File: config.mk
export PLATFORM = sky130hd
export DESIGN_NAME = integer_to_ascii_numeral_flat
export DESIGN_NICKNAME = d
export VERILOG_FILES = /design/src/hdl/itoa_pkg.sv /design/src/hdl/itoa_channels.sv /design/src/hdl/itoa_datapath.sv /design/src/hdl/itoa_controller.sv /design/src/hdl/integer_to_ascii_numeral.sv /design/src/flat_wrapper.sv
export SDC_FILE = /design/constraint.sdc
export NUM_CORES = 1
export LEC_CHECK = 0
export BUFFER_PORTS_ARGS = -buffer_cell sky130_fd_sc_hd__clkbuf_2
export CORE_AREA = 8 8 155 186
export CTS_BUF_LIST = sky130_fd_sc_hd__clkbuf_8
export CTS_CLUSTER_DIAMETER = 60
export DETAILED_ROUTE_END_ITERATION = 10
export DIE_AREA = 0 0 163 194
export PLACE_DENSITY = 0.47
export SYNTH_ARGS = -nofsm -noshare
export SYNTH_HDL_FRONTEND = slang
export SYNTH_SLANG_ARGS = --single-unit
File: constraint.sdc
create_clock -name clk -period 3.2 [get_ports clk]
set_input_delay 0.32 -clock clk [delete_from_list [all_inputs] [get_ports clk]]
set_output_delay 0.32 -clock clk [all_outputs]
set_load 0.01 [all_outputs]
File: src/hdl/itoa_pkg.sv
// Shared types, constants and helpers for the integer to ASCII numeral block.
package itoa_pkg;

  localparam int VALUE_BITS_DEFAULT = 32;

  typedef enum logic [1:0] {
    RADIX_DEC = 2'd0,
    RADIX_BIN = 2'd1,
    RADIX_HEX = 2'd2,
    RADIX_OCT = 2'd3
  } radix_t;

  localparam logic [6:0] CHAR_ZERO  = 7'h30;
  localparam logic [6:0] CHAR_ONE   = 7'h31;
  localparam logic [6:0] CHAR_A     = 7'h41;
  localparam logic [6:0] CHAR_MINUS = 7'h2D;
  localparam logic [6:0] CHAR_SPACE = 7'h20;

  // controller -> datapath
  typedef struct packed {
    logic load;
    logic dabble;
    logic skip;
    logic to_bits;
    logic emit_sign;
    logic emit;
  } itoa_cmd_t;

  // datapath -> controller
  typedef struct packed {
    logic decimal;
    logic binary;
    logic negative;
    logic dabble_last;
    logic skip_done;
    logic out_free;
    logic emit_last;
  } itoa_stat_t;

  // decimal digits needed for any bits-wide unsigned value (elaboration only)
  function automatic int dec_digits(input int bits);
    longint unsigned v;
    int n;
    v = (64'd1 << bits) - 64'd1;
    n = 0;
    for (int i = 0; i < 20; i++) begin
      if (v != 0) begin
        n = n + 1;
        v = v / 10;
      end
    end
    return (n < 1) ? 1 : n;
  endfunction

  // upper-case digit character for a 0..15 digit
  function automatic logic [6:0] digit_char(input logic [3:0] d);
    logic [6:0] c;
    if (d < 4'd10) c = CHAR_ZERO + {3'd0, d};
    else c = CHAR_A + {3'd0, d} - 7'd10;
    return c;
  endfunction

endpackage

File: src/hdl/itoa_channels.sv
// Request channels: input value, output characters, radix configuration.
interface itoa_value_if #(
  parameter int VALUE_BITS = itoa_pkg::VALUE_BITS_DEFAULT
);
  logic                         valid;
  logic                         ready;
  logic signed [VALUE_BITS-1:0] value;
  modport source (output valid, output value, input ready);
  modport sink (input valid, input value, output ready);
endinterface

interface itoa_text_if;
  logic       valid;
  logic       ready;
  logic [6:0] text_char;
  logic       last_char;
  modport source (output valid, output text_char, output last_char, input ready);
  modport sink (input valid, input text_char, input last_char, output ready);
endinterface

interface itoa_cfg_if;
  logic       valid;
  logic       ready;
  logic [1:0] output_radix;
  modport source (output valid, output output_radix, input ready);
  modport sink (input valid, input output_radix, output ready);
endinterface

File: src/hdl/itoa_datapath.sv
// Datapath: radix register, digit shift register, binary to BCD, output register.
module itoa_datapath #(
  parameter int VALUE_BITS = itoa_pkg::VALUE_BITS_DEFAULT
) (
  input  logic                   clk,
  input  logic                   rst,
  input  logic [VALUE_BITS-1:0]  in_value,
  input  logic                   cfg_write,
  input  logic [1:0]             cfg_radix,
  input  logic                   out_ready,
  input  itoa_pkg::itoa_cmd_t    cmd,
  output itoa_pkg::itoa_stat_t   stat,
  output logic                   out_valid,
  output logic [6:0]             out_char,
  output logic                   out_last
);
  import itoa_pkg::*;

  localparam int DEC_DIGITS = dec_digits(VALUE_BITS);
  localparam int NIB_DIGITS = (VALUE_BITS + 3) / 4;
  localparam int OCT_DIGITS = (VALUE_BITS + 2) / 3;
  localparam int W_BITS     = 4 * DEC_DIGITS;
  localparam int HEX_PAD    = W_BITS - 4 * NIB_DIGITS;
  localparam int OCT_PAD    = W_BITS - 3 * OCT_DIGITS;
  localparam int CNT_W      = $clog2(4 * NIB_DIGITS + 1);
  localparam int DCNT_W     = $clog2(VALUE_BITS + 1);

  radix_t                  radix;
  logic [W_BITS-1:0]       work;
  logic [VALUE_BITS-1:0]   mag;
  logic                    negative;
  logic [DCNT_W-1:0]       dcnt;
  logic [CNT_W-1:0]        cnt;
  logic                    space_pend;

  logic [3:0]              top4;
  logic [2:0]              top3;
  logic [W_BITS-1:0]       work_adj;
  logic [W_BITS-1:0]       work_skip;
  logic [W_BITS-1:0]       work_emit;
  logic [6:0]              digit;
  logic [CNT_W-1:0]        cnt_m1;
  logic                    top_nonzero;
  logic                    in_neg;

  assign top4   = work[W_BITS-1 -: 4];
  assign top3   = work[W_BITS-1 -: 3];
  assign cnt_m1 = cnt - CNT_W'(1);
  assign in_neg = in_value[VALUE_BITS-1];

  // BCD digit correction before each shift
  always_comb begin
    for (int i = 0; i < DEC_DIGITS; i++) begin
      if (work[4*i +: 4] >= 4'd5) work_adj[4*i +: 4] = work[4*i +: 4] + 4'd3;
      else work_adj[4*i +: 4] = work[4*i +: 4];
    end
  end

  always_comb begin
    work_skip = (radix == RADIX_OCT) ? (work << 3) : (work << 4);
    case (radix)
      RADIX_BIN: work_emit = work << 1;
      RADIX_OCT: work_emit = work << 3;
      default:   work_emit = work << 4;
    endcase
    case (radix)
      RADIX_BIN: digit = work[W_BITS-1] ? CHAR_ONE : CHAR_ZERO;
      RADIX_OCT: digit = digit_char({1'b0, top3});
      default:   digit = digit_char(top4);
    endcase
    top_nonzero = (radix == RADIX_OCT) ? (top3 != 3'd0) : (top4 != 4'd0);
  end

  always_comb begin
    stat.decimal     = (radix == RADIX_DEC);
    stat.binary      = (radix == RADIX_BIN);
    stat.negative    = negative;
    stat.dabble_last = (dcnt == DCNT_W'(1));
    stat.skip_done   = top_nonzero || (cnt == CNT_W'(1));
    stat.out_free    = !out_valid || out_ready;
    stat.emit_last   = !space_pend && (cnt == CNT_W'(1));
  end

  always_ff @(posedge clk) begin
    if (rst) begin
      radix     <= RADIX_DEC;
      out_valid <= 1'b0;
    end else begin
      if (cfg_write) radix <= radix_t'(cfg_radix);
      if (cmd.emit || cmd.emit_sign) out_valid <= 1'b1;
      else if (out_ready) out_valid <= 1'b0;
    end

    if (cmd.load) begin
      space_pend <= 1'b0;
      dcnt       <= DCNT_W'(VALUE_BITS);
      negative   <= (radix == RADIX_DEC) && in_neg;
      mag        <= ((radix == RADIX_DEC) && in_neg) ? (~in_value + VALUE_BITS'(1)) : in_value;
      case (radix)
        RADIX_DEC: begin
          work <= '0;
          cnt  <= CNT_W'(DEC_DIGITS);
        end
        RADIX_OCT: begin
          work <= W_BITS'(in_value) << OCT_PAD;
          cnt  <= CNT_W'(OCT_DIGITS);
        end
        default: begin
          work <= W_BITS'(in_value) << HEX_PAD;
          cnt  <= CNT_W'(NIB_DIGITS);
        end
      endcase
    end

    if (cmd.dabble) begin
      work <= {work_adj[W_BITS-2:0], mag[VALUE_BITS-1]};
      mag  <= mag << 1;
      dcnt <= dcnt - DCNT_W'(1);
    end

    if (cmd.skip) begin
      work <= work_skip;
      cnt  <= cnt_m1;
    end

    // binary: count bits from here on instead of nibble groups
    if (cmd.to_bits) cnt <= cnt << 2;

    if (cmd.emit_sign) begin
      out_char <= CHAR_MINUS;
      out_last <= 1'b0;
    end

    if (cmd.emit) begin
      if (space_pend) begin
        out_char   <= CHAR_SPACE;
        out_last   <= 1'b0;
        space_pend <= 1'b0;
      end else begin
        out_char   <= digit;
        out_last   <= (cnt == CNT_W'(1));
        work       <= work_emit;
        cnt        <= cnt_m1;
        space_pend <= (radix == RADIX_BIN) && (cnt_m1[1:0] == 2'd0) && (cnt_m1 != '0);
      end
    end
  end

endmodule

File: src/hdl/itoa_controller.sv
// Controller: sequences load, sign, BCD conversion, zero skip and emission.
module itoa_controller (
  input  logic                 clk,
  input  logic                 rst,
  input  logic                 in_valid,
  output logic                 in_ready,
  input  itoa_pkg::itoa_stat_t stat,
  output itoa_pkg::itoa_cmd_t  cmd
);
  import itoa_pkg::*;

  typedef enum logic [2:0] {
    S_IDLE,
    S_START,
    S_SIGN,
    S_DABBLE,
    S_SKIP,
    S_EMIT
  } state_t;

  state_t state;
  state_t state_next;

  assign in_ready = (state == S_IDLE) && !rst;

  always_comb begin
    cmd        = '0;
    state_next = state;
    case (state)
      S_IDLE: begin
        if (in_valid) begin
          cmd.load   = 1'b1;
          state_next = S_START;
        end
      end
      S_START: begin
        if (stat.decimal && stat.negative) state_next = S_SIGN;
        else if (stat.decimal) state_next = S_DABBLE;
        else state_next = S_SKIP;
      end
      S_SIGN: begin
        if (stat.out_free) begin
          cmd.emit_sign = 1'b1;
          state_next    = S_DABBLE;
        end
      end
      S_DABBLE: begin
        cmd.dabble = 1'b1;
        if (stat.dabble_last) state_next = S_SKIP;
      end
      S_SKIP: begin
        if (stat.skip_done) begin
          cmd.to_bits = stat.binary;
          state_next  = S_EMIT;
        end else begin
          cmd.skip = 1'b1;
        end
      end
      S_EMIT: begin
        if (stat.out_free) begin
          cmd.emit = 1'b1;
          if (stat.emit_last) state_next = S_IDLE;
        end
      end
      default: state_next = S_IDLE;
    endcase
  end

  always_ff @(posedge clk) begin
    if (rst) state <= S_IDLE;
    else state <= state_next;
  end

endmodule

File: src/hdl/integer_to_ascii_numeral.sv
// Top level: integer to ASCII numeral converter.
// Takes one VALUE_BITS-wide integer per request and returns its numeral one
// character per request, most significant first, last_char set on the final one.
// output_radix picks the format: signed decimal (leading minus, most negative
// value printed in full), binary in space-separated groups of four with the
// first group zero-padded, upper-case hex, or octal; no leading zeros, zero
// prints as "0" (or "0000" in binary). Non-decimal radices print the raw bit
// pattern. One value is in flight at a time. Each value passes through load
// and setup, then in decimal a leading minus sign if negative and a
// bit-serial shift-and-add-3 BCD conversion, then a skip of leading zero
// digits, then emission at one character per cycle while the sink is ready.
// The character output is registered, so the next value is accepted while
// the final character still waits. Nothing is accepted during reset.
// Configuration writes are taken whenever out of reset and must only be
// issued while no conversion is in progress.
module integer_to_ascii_numeral #(
  parameter int VALUE_BITS = itoa_pkg::VALUE_BITS_DEFAULT
) (
  input logic          clk,
  input logic          rst,
  itoa_value_if.sink   value_ch,
  itoa_text_if.source  text_ch,
  itoa_cfg_if.sink     cfg_ch
);
  import itoa_pkg::*;

  itoa_cmd_t  cmd;
  itoa_stat_t stat;
  logic       cfg_write;

  // radix register is two bits wide; writes never stall outside reset
  assign cfg_ch.ready = !rst;
  assign cfg_write    = cfg_ch.valid && cfg_ch.ready;

  itoa_controller u_ctrl (
    .clk      (clk),
    .rst      (rst),
    .in_valid (value_ch.valid),
    .in_ready (value_ch.ready),
    .stat     (stat),
    .cmd      (cmd)
  );

  itoa_datapath #(
    .VALUE_BITS (VALUE_BITS)
  ) u_dp (
    .clk       (clk),
    .rst       (rst),
    .in_value  (value_ch.value),
    .cfg_write (cfg_write),
    .cfg_radix (cfg_ch.output_radix),
    .out_ready (text_ch.ready),
    .cmd       (cmd),
    .stat      (stat),
    .out_valid (text_ch.valid),
    .out_char  (text_ch.text_char),
    .out_last  (text_ch.last_char)
  );

endmodule
File: src/flat_wrapper.sv
// flat-port wrapper written by rule: the top's interface ports become plain ports
module integer_to_ascii_numeral_flat import itoa_pkg::*;
#(
  parameter int VALUE_BITS = itoa_pkg::VALUE_BITS_DEFAULT
)
  (clk, rst, value_ch_valid, value_ch_value, value_ch_ready, text_ch_valid, text_ch_text_char, text_ch_last_char, text_ch_ready, cfg_ch_valid, cfg_ch_output_radix, cfg_ch_ready);
  itoa_value_if #(.VALUE_BITS(VALUE_BITS)) value_ch_i ();
  itoa_text_if text_ch_i ();
  itoa_cfg_if cfg_ch_i ();
  input logic clk;
  input logic rst;
  input wire logic [$bits(value_ch_i.valid)-1:0] value_ch_valid;
  input wire logic [$bits(value_ch_i.value)-1:0] value_ch_value;
  output wire logic [$bits(value_ch_i.ready)-1:0] value_ch_ready;
  output wire logic [$bits(text_ch_i.valid)-1:0] text_ch_valid;
  output wire logic [$bits(text_ch_i.text_char)-1:0] text_ch_text_char;
  output wire logic [$bits(text_ch_i.last_char)-1:0] text_ch_last_char;
  input wire logic [$bits(text_ch_i.ready)-1:0] text_ch_ready;
  input wire logic [$bits(cfg_ch_i.valid)-1:0] cfg_ch_valid;
  input wire logic [$bits(cfg_ch_i.output_radix)-1:0] cfg_ch_output_radix;
  output wire logic [$bits(cfg_ch_i.ready)-1:0] cfg_ch_ready;
  assign value_ch_i.valid = value_ch_valid;
  assign value_ch_i.value = value_ch_value;
  assign value_ch_ready = value_ch_i.ready;
  assign text_ch_valid = text_ch_i.valid;
  assign text_ch_text_char = text_ch_i.text_char;
  assign text_ch_last_char = text_ch_i.last_char;
  assign text_ch_i.ready = text_ch_ready;
  assign cfg_ch_i.valid = cfg_ch_valid;
  assign cfg_ch_i.output_radix = cfg_ch_output_radix;
  assign cfg_ch_ready = cfg_ch_i.ready;
  integer_to_ascii_numeral #(.VALUE_BITS(VALUE_BITS)) u_core (.clk(clk), .rst(rst), .value_ch(value_ch_i), .text_ch(text_ch_i), .cfg_ch(cfg_ch_i));
endmodule
==> Yosys cells after proc, flatten, opt, wreduce, memory -nomap -nowiden <==
Cells that the tools add are included.
{ "word_totals": {"input_bits": 39, "ff_bits": 100, "wordCells": 146, "out_inout_bits": 11} }
{ "op_classes": {"mux": 63, "addsub": 19, "n_reduce_logical": 24, "bitwise": 1, "order_cmp": 12, "eq_ne": 15} }
{ "ops": {"columns": ["op", "n"], "rows": [
  ["40-bit 2-to-1 mux", 6],
  ["40-bit case mux with 2 select lines", 2],
  ["32-bit 2-to-1 mux", 3],
  ["6-bit 2-to-1 mux", 7],
  ["4-bit by 3-bit >= comparator with 1-bit output (second input constant)", 10],
  ["4-bit by 2-bit adder with 4-bit output (second input constant)", 9],
  ["4-bit 2-to-1 mux", 9],
  ["7-bit 2-to-1 mux", 5],
  ["32-bit by 1-bit adder with 32-bit output (second input constant)", 1],
  ["32-bit inverter", 1],
  ["3-bit 2-to-1 mux", 9],
  ["1-bit 2-to-1 mux", 18],
  ["3-bit case mux with 6 select lines", 1],
  ["7-bit case mux with 2 select lines", 1],
  ["7-bit by 4-bit subtractor with 7-bit output (second input constant)", 2],
  ["6-bit by 1-bit equality test with 1-bit output (second input constant)", 2],
  ["6-bit by 1-bit subtractor with 6-bit output (second input constant)", 2],
  ["2-bit by 1-bit != test with 1-bit output (second input constant)", 5],
  ["2-bit nonzero test", 4],
  ["6-bit by 3-bit adder with 7-bit output (first input constant)", 1],
  ["6-bit by 4-bit adder with 7-bit output (first input constant)", 1],
  ["7-bit by 3-bit adder with 7-bit output (first input constant)", 1],
  ["7-bit by 4-bit adder with 7-bit output (first input constant)", 1],
  ["1-bit logical AND", 7],
  ["19 further kinds", 26]
]} }

==> Logic depth before layout (Yosys ltp) <==
{ "logic_depth": {"ltp_word": 9, "mapped_depth": 11, "mapped_depth_nobuf": 7} }

==> Hierarchy <==
From an unflattened synthesis, not the netlist that was laid out.
{ "unflattened": {"hier_cells": 1009, "hier_area_um2": 8084.0} }
{ "modules_own_cells": {"columns": ["module", "n_inst", "seq_area_each_um2", "area_per_inst_um2", "cells_each"], "rows": [
  ["itoa_datapath", 1, 2412.3, 7718.7, 965],
  ["itoa_controller", 1, 60.1, 355.3, 42],
  ["integer_to_ascii_numeral", 1, 0.0, 10.0, 2]
]} }

==> Worst setup path after synthesis <==
No wires, ideal clock.
{ "synth_timing": {"path_kind": "reg-to-reg", "startpoint": "register u_core.u_ctrl.state[0]", "endpoint": "register u_core.u_dp.dcnt[0] (enable)", "n_path_buf": 4, "synth_period_minus_slack_ns": 2.638, "setup_slack_ns": 0.562, "stages_incl_launch_ff": 9, "required_time_ns": 2.808, "setup_ns": 0.392, "arrival_time_ns": 2.247, "cell_sequence": "dfxtp_1 -> buf_6 -> or4b_1 -> buf_4 -> inv_6 -> nor2_2 -> buf_6 -> buf_2 -> inv_1"} }
{ "synth_rtl": {"columns": ["element", "line_no", "source"], "rows": [
  ["start, declared", "itoa_controller.sv:21", "state_t state;"],
  ["start signal, assigned", "itoa_controller.sv:71", "else state <= state_next;"],
  ["end signal, assigned", "itoa_datapath.sv:96", "dcnt <= DCNT_W'(VALUE_BITS);"],
  ["end signal, assigned", "itoa_datapath.sv:118", "dcnt <= dcnt - DCNT_W'(1);"],
  ["end, declared", "itoa_datapath.sv:32", "logic [DCNT_W-1:0] dcnt;"]
]} }

==> Worst setup path after layout <==
{ "layout_timing": {"startpoint": "register u_core.u_dp.work[37]", "endpoint": "register u_core.u_dp.work[34]"} }
{ "layout_via": {"elab_chain_cells": 8, "word_cells_on_any_way": 9, "classes_between": "mux (6); reduce/logical (3)"} }
{ "layout_rtl": {"columns": ["element", "line_no", "source"], "rows": [
  ["start, declared", "itoa_datapath.sv:29", "logic [W_BITS-1:0] work;"],
  ["start signal, assigned", "itoa_datapath.sv:105", "work <= W_BITS'(in_value) << OCT_PAD;"],
  ["start signal, assigned", "itoa_datapath.sv:109", "work <= W_BITS'(in_value) << HEX_PAD;"],
  ["start signal, assigned", "itoa_datapath.sv:116", "work <= {work_adj[W_BITS-2:0], mag[VALUE_BITS-1]};"],
  ["4-bit nonzero test / 3-bit nonzero test (equally long branches)", "itoa_datapath.sv:71", "top_nonzero = (radix == RADIX_OCT) ? (top3 != 3'd0) : (top4 != 4'd0);"],
  ["1-bit 2-to-1 mux (*)", "itoa_datapath.sv:71", null],
  ["1-bit logical OR (*)", "itoa_datapath.sv:79", "stat.skip_done = top_nonzero || (cnt == CNT_W'(1));"],
  ["1-bit 2-to-1 mux (*)", "itoa_controller.sv:52", "if (stat.skip_done) begin"],
  ["2-bit 2-to-1 mux (*)", "itoa_controller.sv:29", "case (state)"],
  ["40-bit 2-to-1 mux (*)", "itoa_datapath.sv:121", "if (cmd.skip) begin"],
  ["40-bit 2-to-1 mux", "itoa_datapath.sv:135", "if (space_pend) begin"],
  ["40-bit 2-to-1 mux (*)", "itoa_datapath.sv:134", "if (cmd.emit) begin"]
]} }
Mark *: on every way between the ends. The rest lies on a longest branch, timed or not.
A chain may end at the register's enable or synchronous reset.

==> summary.md <==
| Metric | Value |
|---|---|
| Power Density | `710 nW/um2` |
| GRT Total Usage | `16.1%` |
| Reg power frac | `40.2%` |
| Yosys reg bits | `100` |
| Relative slew margins | `34.1%` |
| Reg2Reg Depth | `7` |
| Final period util | `82.6%` |
| Worst path max stage delay | `0.76 ns` |
| Met3 WL | `1010 um` |
| Clock Latency Late Sink | `0.40 ns` |
| Worst Clk Skew | `0.0177 ns` |
| Setup TNS | `0 ns` |
| Die area | `31,600 um2` |
| Fillcell total | `2,740` |
| Max-Cap Viols | `0` |
| Leading area contributor after synthesis | `edfxtp_1` |
| Nets | `1,014` |
| Initial antenna violation count | `0` |
| Clock Tree Buf Depth | `2` |
| Netlist cell types | `65` |
| Largest net degree at the start of global routing | `71` |
| HPWL after DPL | `17,500 um` |
| Drc violations | `0` |
| Core Region | `25,900 um2` |
| Critical Path Most Common Cell | `a22oi_1` |
| Footprint of the multi-input gates | `4650 um2` |
| Avg Inst Size Synth | `8.17 um2` |
| Top FF cell, synth | `dfxtp_1` |
| Top cell type's share of synthesized area | `18.6%` |
| Layout cell share with drive strength beyond 1 | `11.9%` |
| Leakage | `3.01 nW` |
| RD Place Congestion | `0.779` |
| Vias in the first global route | `7,176` |
| Clock transition at path regs | `0.11 ns` |
| Crit-path cells | `inv_1, ha_1, nor2b_1, o211a_1, a22oi_1, o22ai_1, a22oi_1` |
| Critical Path Source Type | `register` |
| Post-synth ARST share | `0%` |
| EDFF count, synth | `47` |
| Clock power frac | `16.3%` |
| Reg area | `2470 um2` |
| Achievable Freq | `0.378 GHz` |
| Post-cts sizing count | `0` |
| Final hold vios | `0` |
| Synthesized Nets | `999` |
| Comb power frac | `43.5%` |
| Slew Limit Fails | `0` |
| CTS Sinks | `100` |
| Most frequent cells in the layout | `nand2_1, o21ai_0, a21oi_1` |
| Mapped Cells | `931` |
| CTS tree | `done` |
| Post-route insts no fill | `1,286` |
| CP required | `3.52 ns` |
| Via Count | `7,200` |
| Crit-path slowest cell | `a22oi_1` |
| Starting Density | `29.4%` |
| Drt via density | `5.60` |
| End of the critical path | `u_core.u_dp.work[34]$_DFF_P_` |
| Die H | `194 um` |
| Highest routed layer | `met4` |
| RSZ-0062 raised after global routing | `false` |
| First-iteration detailed-routing DRC count | `630` |
| Met2 WL | `12,500 um` |
| Final ANT Viol Nets | `0` |
| Switching power | `2.58 mW` |
| Worst Max-Slew Pin Slew | `0.989 ns` |
| Post-layout minimum cycle time | `2.64 ns` |
| Post-CTS Setup Repair Bufs | `0` |
| WL met1 | `11,300 um` |
| Worst Setup End Kind | `register` |
| Total wire length | `25,300 um` |
| Seq/Total Area, Yosys | `32.5%` |
| Hold_buf cts | `0` |
| Status | `finished clean` |
| Register-to-Register Setup Slack | `0.56 ns` |
| # IOs | `50` |
| Row cnt | `65` |
| Synth warn | `0` |
| Layout Utilization | `32.4%` |
| P&R area growth vs syn | `10.2%` |
| GR Overflow Total | `0` |
| Min-delay worst type | `in2reg` |
| Sw frac | `43.4%` |
| Clock tree root buffer cell | `clkbuf_8` |
| Inserted Clock Buffers | `9` |
| DP Cell Count | `1,270` |
| Kind of critical path | `reg2reg` |
| CP arrival | `2.96 ns` |
| H-tree Lvls | `3` |
| # port buffers | `49` |
| Die X | `163 um` |
| Peak VDD IR | `0.000207 V` |
| # diodes | `0` |
| First-pass GRT wire length | `41,300 um` |
| Top post-synthesis cells by area | `edfxtp_1, dfxtp_1, o21ai_0, nand2_1, a21oi_1` |
| Worst Setup SP | `u_core.u_dp.work[37]$_DFF_P_` |
| P_int | `3.36 mW` |
| DRT Pass-1 Iters | `5` |
| DR WL/cell | `19.7 um` |
| FF-to-FF End | `u_core.u_dp.work[34]$_DFF_P_` |
| Crit-path max FO | `8` |
| Mapped Area | `7600 um2` |
| Final setup vio count | `0` |
| Critical R2R Launch | `u_core.u_dp.work[37]$_DFF_P_` |
| Most common cell after layout, fill and taps aside | `nand2_1` |
==> sequential cells by signal (all words and copies together) (netlist names), 2 cells and up <==
name                  flops
u_core.u_ctrl.state       3
u_core.u_dp.work         40
u_core.u_dp.radix         2
u_core.u_dp.cnt           6
u_core.u_dp.out_char      7
u_core.u_dp.dcnt          6
u_core.u_dp.mag          32
==> metrics by stage <==
step | hold slack [ns] | setup slack, ns | power, mW | area (um2)
3_5_place_dp | 0.453 | 0.609 | 4.99 | 8160
6_report | 0.152 | 0.557 | 5.95 | 8380
3_3_place_gp | 0.448 | 0.633 | 4.99 | 8160
5_1_grt | 0.155 | 0.288 | 6.42 | 8380
4_1_cts | 0.142 | 0.566 | 5.98 | 8380
2_1_floorplan | 0.389 | 0.562 | 4.23 | 7600
==> cell usage after synthesis, drive strengths merged, types with 2 or more instances <==
library cell / n
a22oi: 15
o22ai: 25
a221oi: 3
nor3: 27
a21o: 2
a211oi: 9
a211o: 3
a32oi: 8
o31ai: 10
nor2: 33
o311a: 2
mux2i: 28
clkbuf: 47
o2bb2ai: 11
nand4: 13
or2: 2
nand3b: 3
edfxtp: 47
buf: 26
a2111oi: 15
o211ai: 2
nor3b: 4
o211a: 3
nand3: 6
a31oi: 10
xnor2: 18
xor2: 29
and3: 3
o21ai: 113
a22o: 33
or3b: 2
nor4: 8
or4: 3
nand2b: 15
ha: 29
o41ai: 5
a21oi: 79
or3: 7
nand2: 116
inv: 38
dfxtp: 53
nor2b: 13
==> kinds of logic (layout without fill, tap and decap cells) <==
logic type,after synthesis,after routing,share of synthesized area (%)
compound gates,357,357,30.5
simple gates,259,259,16.5
buf+inv,111,131,6.62
flops,100,100,32.5
xor+xnor,47,47,5.41
fa+ha+maj,29,29,4.77
mux,28,28,3.69
==> area by class of cell <==
cell class                      instances  share of cell area, %
Clock buffer                           10                   1.64
Clock inverter                          6                   1.04
Inverter                               38                   1.76
Multi-Input combinational cell        720                   55.5
Sequential cell                       100                   29.5
Tap cell                              335                   5.00
Timing Repair Buffer                   77                   5.58
==> worst max-delay path, delay by kind of cell, from the launching register on <==
kind                       cells  cell delay (ns)
DFF                            1             0.47
buffers and inverters          1             0.17
and+or+nand+nor                1             0.20
adders and majority gates      1             0.31
AOI/OAI and AO/OA              4             1.41
==> power by group through the flow <==
stage	clock network (mW)	logic (mW)	registers, mW
5_1_grt	1.04	2.92	2.46
6_report	0.967	2.59	2.39
4_1_cts	0.996	2.60	2.38
2_1_floorplan	0	2.07	2.16
3_5_place_dp	0	2.58	2.41
3_3_place_gp	0	2.58	2.41
==> worst min-delay path by stage <==
stage	cells after the start	end	startpoint
after floorplan	1	u_core.u_ctrl.state[2]$_SDFFE_PP0P_	rst
after global placement	2	u_core.u_dp.mag[0]$_SDFFE_PP0P_	u_core.u_dp.mag[0]$_SDFFE_PP0P_
after detailed placement	2	u_core.u_dp.mag[0]$_SDFFE_PP0P_	u_core.u_dp.mag[0]$_SDFFE_PP0P_
after CTS	3	u_core.u_dp.radix[0]$_SDFFE_PP0P_	cfg_ch_output_radix[0]
after global routing	3	u_core.u_dp.radix[0]$_SDFFE_PP0P_	cfg_ch_output_radix[0]
final	3	u_core.u_dp.radix[0]$_SDFFE_PP0P_	cfg_ch_output_radix[0]
==> per-layer routing <==
metal / GRT usage (%) / vias up
met3: 2.00 / 32
met2: 26.9 / 191
li1: - / 3495
met1: 20.9 / 3482
met4: 5.51 / 0
met5: 0 / -
Power figures use the tool's default switching activity.
